**config.mk**
```make
export PLATFORM = sky130hd
export DESIGN_NAME = console_line_discipline
export DESIGN_NICKNAME = d
export VERILOG_FILES = /design/src/design/cld_pkg.sv /design/src/design/cld_ram.sv /design/src/design/console_line_discipline.sv
export SDC_FILE = /design/constraint.sdc
export NUM_CORES = 2
export LEC_CHECK = 0
export BUFFER_PORTS_ARGS = -buffer_cell sky130_fd_sc_hd__buf_2
export CAP_MARGIN = 0
export CORE_MARGIN = 4
export CORE_UTILIZATION = 45
export CTS_CLUSTER_DIAMETER = 30
export DETAILED_ROUTE_END_ITERATION = 16
export SLEW_MARGIN = 25
export SYNTH_ARGS = -nofsm -noshare
export SYNTH_HDL_FRONTEND = slang
export SYNTH_SLANG_ARGS = --single-unit
```
**constraint.sdc**
```tcl
create_clock -name clk -period 4.25 [get_ports clk]
set_input_delay 0.2125 -clock clk [delete_from_list [all_inputs] [get_ports clk]]
set_output_delay 0.2125 -clock clk [all_outputs]
set_load 0.05 [all_outputs]
```
**src/design/cld_pkg.sv**
```systemverilog
`default_nettype none

package cld_pkg;

    localparam int DEPTH_DEFAULT = 128;

    localparam logic       OP_KEY     = 1'b0;

    localparam logic [7:0] KEY_NUL    = 8'h00;
    localparam logic [7:0] KEY_CTRL_D = 8'h04;
    localparam logic [7:0] KEY_CTRL_H = 8'h08;
    localparam logic [7:0] KEY_LF     = 8'h0A;
    localparam logic [7:0] KEY_CR     = 8'h0D;
    localparam logic [7:0] KEY_CTRL_U = 8'h15;
    localparam logic [7:0] KEY_DEL    = 8'h7F;

    localparam logic [7:0] ERASE_MAX  = 8'hFF;

    localparam logic [2:0] STAT_NONE    = 3'd0;
    localparam logic [2:0] STAT_BYTE    = 3'd1;
    localparam logic [2:0] STAT_NEWLINE = 3'd2;
    localparam logic [2:0] STAT_EOF     = 3'd3;
    localparam logic [2:0] STAT_EMPTY   = 3'd4;

    typedef enum logic [2:0] {
        S_IDLE,
        S_EXEC,
        S_KILL_RD,
        S_KILL_CHK,
        S_READ_CHK,
        S_OUT
    } state_t;

    typedef struct packed {
        logic       echo_valid;
        logic [7:0] echo_char;
        logic [7:0] erase_count;
        logic       line_committed;
        logic [7:0] read_char;
        logic [2:0] read_status;
    } res_t;

endpackage

`default_nettype wire

```
**src/design/cld_ram.sv**
```systemverilog
`default_nettype none

module cld_ram #(
    parameter int DEPTH = cld_pkg::DEPTH_DEFAULT,
    localparam int AW = $clog2(DEPTH)
) (
    input  wire logic          clk,
    input  wire logic          we,
    input  wire logic [AW-1:0] waddr,
    input  wire logic [7:0]    wdata,
    input  wire logic          re,
    input  wire logic [AW-1:0] raddr,
    output logic      [7:0]    rdata
);

    logic [7:0] mem [DEPTH];

    always_ff @(posedge clk)
    begin
        if (we)
        begin
            mem[waddr] <= wdata;
        end
    end

    always_ff @(posedge clk)
    begin
        if (re)
        begin
            rdata <= mem[raddr];
        end
    end

endmodule

`default_nettype wire

```
**src/design/console_line_discipline.sv**
```systemverilog
// Canonical console line editor over a ring of DEPTH bytes held in one RAM.
// Each item runs from IDLE through EXEC to OUT; a read that finds a byte passes READ_CHK,
// and Ctrl-U loops KILL_RD/KILL_CHK per erased byte, plus a final read of the newline if it stops there.
// One item is handled at a time (in_ready only in IDLE), and OUT waits for the output to
// be free; a new item is taken while the previous result still waits at the output register.
// Reset (rst_n, async, active low) clears all positions, the output valid and the FSM.
`default_nettype none

module console_line_discipline #(
    parameter int DEPTH = cld_pkg::DEPTH_DEFAULT
) (
    input  wire logic       clk,
    input  wire logic       rst_n,
    input  wire logic       in_valid,
    output logic            in_ready,
    input  wire logic       operation,
    input  wire logic [7:0] key_char,
    input  wire logic       fresh_read,
    output logic            out_valid,
    input  wire logic       out_ready,
    output logic            echo_valid,
    output logic      [7:0] echo_char,
    output logic      [7:0] erase_count,
    output logic            line_committed,
    output logic      [7:0] read_char,
    output logic      [2:0] read_status
);

    localparam int AW = $clog2(DEPTH);
    localparam logic [AW-1:0] SLOT_LAST = AW'(DEPTH - 1);

    // position: wrap bit above the slot index, i.e. modulo 2*DEPTH
    typedef logic [AW:0] pos_t;

    function automatic pos_t pos_inc(input pos_t p);
        pos_t r;
        if (p[AW-1:0] == SLOT_LAST)
        begin
            r = {~p[AW], {AW{1'b0}}};
        end
        else
        begin
            r = {p[AW], p[AW-1:0] + 1'b1};
        end
        return r;
    endfunction

    function automatic pos_t pos_dec(input pos_t p);
        pos_t r;
        if (p[AW-1:0] == '0)
        begin
            r = {~p[AW], SLOT_LAST};
        end
        else
        begin
            r = {p[AW], p[AW-1:0] - 1'b1};
        end
        return r;
    endfunction

    function automatic logic pos_full(input pos_t e, input pos_t r);
        return (e[AW-1:0] == r[AW-1:0]) && (e[AW] != r[AW]);
    endfunction

    cld_pkg::state_t state_reg, state_next;
    pos_t            read_pos_reg, read_pos_next;
    pos_t            commit_pos_reg, commit_pos_next;
    pos_t            edit_pos_reg, edit_pos_next;
    logic            op_reg;
    logic [7:0]      key_reg;
    logic            fresh_reg;
    cld_pkg::res_t   res_reg, res_next;
    cld_pkg::res_t   out_reg;
    logic            out_valid_reg, out_valid_next;
    logic            out_load;

    logic            ram_we;
    logic [AW-1:0]   ram_waddr;
    logic [7:0]      ram_wdata;
    logic            ram_re;
    logic [AW-1:0]   ram_raddr;
    logic [7:0]      ram_rdata;

    cld_ram #(
        .DEPTH(DEPTH)
    ) u_ram (
        .clk  (clk),
        .we   (ram_we),
        .waddr(ram_waddr),
        .wdata(ram_wdata),
        .re   (ram_re),
        .raddr(ram_raddr),
        .rdata(ram_rdata)
    );

    assign in_ready = (state_reg == cld_pkg::S_IDLE);

    always_comb
    begin
        pos_t       edit_inc;
        pos_t       edit_dec;
        logic [7:0] c;
        state_next      = state_reg;
        read_pos_next   = read_pos_reg;
        commit_pos_next = commit_pos_reg;
        edit_pos_next   = edit_pos_reg;
        res_next        = res_reg;
        out_valid_next  = out_valid_reg && !out_ready;
        out_load        = 1'b0;
        ram_we          = 1'b0;
        ram_re          = 1'b0;
        ram_waddr       = edit_pos_reg[AW-1:0];
        ram_raddr       = read_pos_reg[AW-1:0];
        c               = (key_reg == cld_pkg::KEY_CR) ? cld_pkg::KEY_LF : key_reg;
        ram_wdata       = c;
        edit_inc        = pos_inc(edit_pos_reg);
        edit_dec        = pos_dec(edit_pos_reg);

        unique case (state_reg)
            cld_pkg::S_IDLE:
            begin
                res_next = '0;
                if (in_valid)
                begin
                    state_next = cld_pkg::S_EXEC;
                end
            end
            cld_pkg::S_EXEC:
            begin
                state_next = cld_pkg::S_OUT;
                if (op_reg == cld_pkg::OP_KEY)
                begin
                    if (key_reg == cld_pkg::KEY_CTRL_U)
                    begin
                        state_next = cld_pkg::S_KILL_RD;
                    end
                    else if (key_reg == cld_pkg::KEY_CTRL_H || key_reg == cld_pkg::KEY_DEL)
                    begin
                        if (edit_pos_reg != commit_pos_reg)
                        begin
                            edit_pos_next        = edit_dec;
                            res_next.erase_count = 8'd1;
                        end
                    end
                    else if (key_reg != cld_pkg::KEY_NUL &&
                             !pos_full(edit_pos_reg, read_pos_reg))
                    begin
                        ram_we              = 1'b1;
                        res_next.echo_valid = 1'b1;
                        res_next.echo_char  = c;
                        edit_pos_next       = edit_inc;
                        if (c == cld_pkg::KEY_LF || c == cld_pkg::KEY_CTRL_D ||
                            pos_full(edit_inc, read_pos_reg))
                        begin
                            commit_pos_next         = edit_inc;
                            res_next.line_committed = 1'b1;
                        end
                    end
                end
                else if (read_pos_reg == commit_pos_reg)
                begin
                    res_next.read_status = cld_pkg::STAT_EMPTY;
                end
                else
                begin
                    ram_re     = 1'b1;
                    state_next = cld_pkg::S_READ_CHK;
                end
            end
            cld_pkg::S_KILL_RD:
            begin
                if (edit_pos_reg == commit_pos_reg)
                begin
                    state_next = cld_pkg::S_OUT;
                end
                else
                begin
                    ram_re     = 1'b1;
                    ram_raddr  = edit_dec[AW-1:0];
                    state_next = cld_pkg::S_KILL_CHK;
                end
            end
            cld_pkg::S_KILL_CHK:
            begin
                if (ram_rdata != cld_pkg::KEY_LF)
                begin
                    edit_pos_next = edit_dec;
                    if (res_reg.erase_count != cld_pkg::ERASE_MAX)
                    begin
                        res_next.erase_count = res_reg.erase_count + 8'd1;
                    end
                    state_next = cld_pkg::S_KILL_RD;
                end
                else
                begin
                    state_next = cld_pkg::S_OUT;
                end
            end
            cld_pkg::S_READ_CHK:
            begin
                state_next = cld_pkg::S_OUT;
                if (ram_rdata == cld_pkg::KEY_CTRL_D)
                begin
                    res_next.read_status = cld_pkg::STAT_EOF;
                    if (fresh_reg)
                    begin
                        read_pos_next = pos_inc(read_pos_reg);
                    end
                end
                else
                begin
                    read_pos_next        = pos_inc(read_pos_reg);
                    res_next.read_char   = ram_rdata;
                    res_next.read_status = (ram_rdata == cld_pkg::KEY_LF) ?
                                           cld_pkg::STAT_NEWLINE : cld_pkg::STAT_BYTE;
                end
            end
            cld_pkg::S_OUT:
            begin
                if (!out_valid_reg || out_ready)
                begin
                    out_load       = 1'b1;
                    out_valid_next = 1'b1;
                    state_next     = cld_pkg::S_IDLE;
                end
            end
            default:
            begin
                state_next = cld_pkg::S_IDLE;
            end
        endcase
    end

    always_ff @(posedge clk or negedge rst_n)
    begin
        if (!rst_n)
        begin
            state_reg      <= cld_pkg::S_IDLE;
            read_pos_reg   <= '0;
            commit_pos_reg <= '0;
            edit_pos_reg   <= '0;
            out_valid_reg  <= 1'b0;
        end
        else
        begin
            state_reg      <= state_next;
            read_pos_reg   <= read_pos_next;
            commit_pos_reg <= commit_pos_next;
            edit_pos_reg   <= edit_pos_next;
            out_valid_reg  <= out_valid_next;
        end
    end

    always_ff @(posedge clk)
    begin
        res_reg <= res_next;
        if (in_valid && in_ready)
        begin
            op_reg    <= operation;
            key_reg   <= key_char;
            fresh_reg <= fresh_read;
        end
        if (out_load)
        begin
            out_reg <= res_reg;
        end
    end

    assign out_valid      = out_valid_reg;
    assign echo_valid     = out_reg.echo_valid;
    assign echo_char      = out_reg.echo_char;
    assign erase_count    = out_reg.erase_count;
    assign line_committed = out_reg.line_committed;
    assign read_char      = out_reg.read_char;
    assign read_status    = out_reg.read_status;

`ifndef NO_ASSERTIONS
    a_erase_only: assert property (@(posedge clk) disable iff (!rst_n)
        (out_valid && erase_count != 8'd0) |->
        (!echo_valid && read_status == cld_pkg::STAT_NONE))
        else $error("erase reported together with echo or read status");

    a_commit_echo: assert property (@(posedge clk) disable iff (!rst_n)
        (out_valid && line_committed) |-> echo_valid)
        else $error("line committed without a stored byte");

    a_read_keeps_edit: assert property (@(posedge clk) disable iff (!rst_n)
        (state_reg == cld_pkg::S_READ_CHK) |=>
        ($stable(edit_pos_reg) && $stable(commit_pos_reg)))
        else $error("read item moved edit or commit position");

    a_kill_bound: assert property (@(posedge clk) disable iff (!rst_n)
        (state_reg == cld_pkg::S_KILL_CHK) |-> (edit_pos_reg != commit_pos_reg))
        else $error("line kill walked past the committed position");

    a_ram_write_key: assert property (@(posedge clk) disable iff (!rst_n)
        ram_we |-> (state_reg == cld_pkg::S_EXEC && op_reg == cld_pkg::OP_KEY))
        else $error("ring written outside a keyboard item");
`endif

endmodule

`default_nettype wire

```
==> reports/metrics.json <==
{
  "outcome": "completed",
  "worst_hold_path_type": "input port to async pin",
  "drive_above_1_share_pct": 20.8,
  "routed_wirelength_microns": 134000,
  "timing.max_cap.violations": 0,
  "rsz0062_at_grt": "false",
  "fillCellCount": 7974,
  "synth_cells": 3215,
  "synth_sequential_area_ratio_pct": 72.8,
  "synth.ff_latch_count": 1128,
  "synth.mux.area_fraction_pct": 4.78,
  "grt_start_max_net_pins": 129,
  "timing.slew.headroom_pct": 26.2,
  "grt_pass1_wl_microns": 196000,
  "globalplace.congestion": 0.878,
  "post_synth_xor_area_fraction_pct": 1.00,
  "routed_wire_length_per_instance_microns": 26.2,
  "antenna_found_initial": 6,
  "final.min_clock_period_ps": 4130,
  "timing.hold.ws_ps": 59.6,
  "chipWidth_microns": 329,
  "routed_vias_inst": 5.88,
  "largest_family_of_logic_cells_by_synthesized_area": "compound AO/OA/AOI/OAI gates",
  "area_fraction_in_compound_gates_after_synthesis_pct": 9.80,
  "end_kind": "register",
  "ir_worst_vdd_uv": 512,
  "gr-total-overflow": 0,
  "initial_utilization_pct": 45.4,
  "postRouteAntennaNets": 0,
  "power-per-cell-area_mw_per_mm2": 760,
  "htreeDepth": 4,
  "via_count": 30000,
  "design.portCount": 45,
  "cts.reportedPaths.clkPinSlew_ps": 50,
  "core_area_sq_mm": 0.102,
  "synth.cell_area_sq_mm": 0.0463,
  "clock_tree.root_cell": "sky130_fd_sc_hd__clkbuf_16",
  "clock_sink_count": 1128,
  "postSynthNetCount": 3234,
  "placementRows": 117,
  "floorplan.die.height_microns": 329,
  "port-buffer-count": 44,
  "max_slew.worst_pin.slew_ps": 1110,
  "placedInstanceArea_sq_mm": 0.0493,
  "tritoncts_clock_tree": "done",
  "synth_flop_cell": "sky130_fd_sc_hd__edfxtp_1",
  "first_iter_violations": 3308,
  "dpl.hpwl_microns": 84200,
  "drv_slew": 0,
  "finish.instance_area_sq_mm": 0.0573,
  "die_area_sq_mm": 0.108,
  "async_sr_flop_fraction_pct": 2.48,
  "cts_inserted_buffers": 217,
  "skew_final_ps": 63.9,
  "cell_count_post_placement": 4672,
  "synthAdderAreaFrac_pct": 0.135,
  "critical_path_arrival_ps": 4800,
  "path_class": "register to register",
  "syn_to_final_growth_pct": 23.7,
  "timing.critical_path.required_ps": 4920,
  "synth_simple_gate_area_share_pct": 8.87,
  "instances_no_fill": 5106,
  "warning_count_from_the_yosys_run": 0,
  "leakage_power_total_nw": 20.0,
  "vias_in_the_first_global_route": 29500,
  "drt_pre_antenna_iters": 6,
  "syn-mean-instance-area_sq_um": 14.4,
  "path_max_fanout": 18,
  "setup_viol_count_final": 0,
  "worstSkewPairLatency_ps": 810,
  "start_kind": "register",
  "drcViolationCount": 0,
  "design.final.nets": 3561,
  "layout_common_cells": "1100 x sky130_fd_sc_hd__edfxtp_1, 526 x sky130_fd_sc_hd__nand2_1, 235 x sky130_fd_sc_hd__buf_4",
  "synth_cell_types": 82,
  "leading_cell_type_in_the_layout_fill_and_taps_excluded": "sky130_fd_sc_hd__edfxtp_1",
  "hold_viol_final": 0,
  "number_of_synthesized_flops_with_an_enable_pin": 1100,
  "grt_util_all_layers_pct": 24.5,
  "number_of_buffers_on_the_longest_clock_path": 3,
  "min_period_over_period_pct": 97.1,
  "largest_reg_flops": 1024,
  "timing.fmax_mhz": 242
}
## routing by layer
layer | part of all wire, % | wire, microns | global-route usage (%) | vias up
li1 | - | - | - | 13100
met1 | 41 | 54600 | 33.7 | 15200
met2 | 47 | 62500 | 38.4 | 1496
met3 | 9.1 | 12200 | 5.51 | 271
met4 | 3.4 | 4530 | 8.96 | 4
met5 | 0.018 | 24 | 0 | -
## cells in the mapped netlist, types with 31 or more instances
master / instances / area (sq um)
sky130_fd_sc_hd__o211ai_1: 38 / 285
sky130_fd_sc_hd__xnor2_1: 37 / 324
sky130_fd_sc_hd__o21ai_0: 49 / 245
sky130_fd_sc_hd__inv_1: 33 / 124
sky130_fd_sc_hd__clkbuf_1: 62 / 233
sky130_fd_sc_hd__nand2_1: 527 / 1980
sky130_fd_sc_hd__buf_4: 31 / 233
sky130_fd_sc_hd__edfxtp_1: 1100 / 33000
sky130_fd_sc_hd__a21oi_1: 220 / 1100
sky130_fd_sc_hd__buf_2: 88 / 440
sky130_fd_sc_hd__a32oi_1: 46 / 403
sky130_fd_sc_hd__mux2_2: 40 / 450
sky130_fd_sc_hd__mux2i_1: 116 / 1160
sky130_fd_sc_hd__nand3_1: 97 / 485
sky130_fd_sc_hd__nor2_1: 198 / 743
sky130_fd_sc_hd__a211oi_1: 38 / 285
sky130_fd_sc_hd__nor2b_1: 34 / 213
sky130_fd_sc_hd__a31oi_1: 49 / 307
## layout make-up
| class | instances | area, sq um | area share [%] |
|---|---|---|---|
| Antenna cell | 1 | 2.50 | 0.00437 |
| Clock buffer | 240 | 5530 | 9.65 |
| Clock inverter | 174 | 2210 | 3.86 |
| Inverter | 33 | 124 | 0.216 |
| Multi-Input combinational cell | 1850 | 11500 | 20.0 |
| Sequential cell | 1128 | 33700 | 58.9 |
| Tap cell | 1368 | 1710 | 2.99 |
| Timing Repair Buffer | 312 | 2500 | 4.36 |
## worst max-delay path: stages, from the launching register on
cell and delay (ps):
sky130_fd_sc_hd__dfrtp_1 380, sky130_fd_sc_hd__nand2b_1 160, sky130_fd_sc_hd__nor2_1 330, sky130_fd_sc_hd__o21a_1 250, sky130_fd_sc_hd__buf_4 250, sky130_fd_sc_hd__buf_4 280, sky130_fd_sc_hd__nor2_1 80, sky130_fd_sc_hd__a21oi_1 150
sky130_fd_sc_hd__buf_4 310, sky130_fd_sc_hd__nand2b_1 320, sky130_fd_sc_hd__a31oi_1 260, sky130_fd_sc_hd__a32oi_1 100, sky130_fd_sc_hd__buf_4 180, sky130_fd_sc_hd__a2111oi_0 550, sky130_fd_sc_hd__buf_4 230, sky130_fd_sc_hd__o32a_1 160
## per-stage QoR
stage                     setup TNS, ps  total power [mW]  util [%]  setup WS [ps]
final                                 0              43.5      56.1            123
after global routing                  0              45.0      56.1           10.1
after CTS                             0              43.4      56.0           24.0
after global placement                0              25.6      48.3            204
after floorplan                  -99450              20.8         -           -388
after detailed placement              0              25.7      48.3            128
## timing repair
action,4_1_cts,5_1_grt
hold buffers,13,0
setup buffers,0,3
endpoints found under the hold margin,40,0
setup endpoints to repair,0,5
resized for setup,0,9
## logic make-up after synthesis
group / after synthesis
flip-flops: 1128
AND/OR/NAND/NOR: 959
AO/OA/AOI/OAI: 651
buffers and inverters: 237
multiplexers: 183
XOR/XNOR: 52
adder cells (fa/ha/maj): 5
## power by group
group | internal [mW] | total [mW] | switching, mW | leakage (nW)
combinational | 3.89 | 12.4 | 8.55 | 5.97
sequential | 13.1 | 13.4 | 0.355 | 10.3
clock | 11.6 | 17.7 | 6.03 | 3.70
total | 28.6 | 43.5 | 14.9 | 20.0
## path summary, 6_finish.rpt
kind,from,endpoint,slack [ps],cells past startpoint
min in group clk,key_char[3],key_reg[3]$_DFFE_PP_,150,2
min reg2reg,res_reg[5]$_SDFFCE_PN0P_,read_char[2]$_DFFE_PP_,410,0
min,rst_n,read_pos_reg[5]$_DFFE_PN0P_,60,2
max,state_reg[2]$_DFFE_PN0P_,u_ram.rdata[2]$_DFFE_PP_,120,15
max in group asynchronous,rst_n,edit_pos_reg[4]$_DFFE_PN0P_,3690,2
max reg2reg,state_reg[2]$_DFFE_PN0P_,u_ram.rdata[2]$_DFFE_PP_,120,15
No activity file was read; power rests on OpenSTA's default activity.
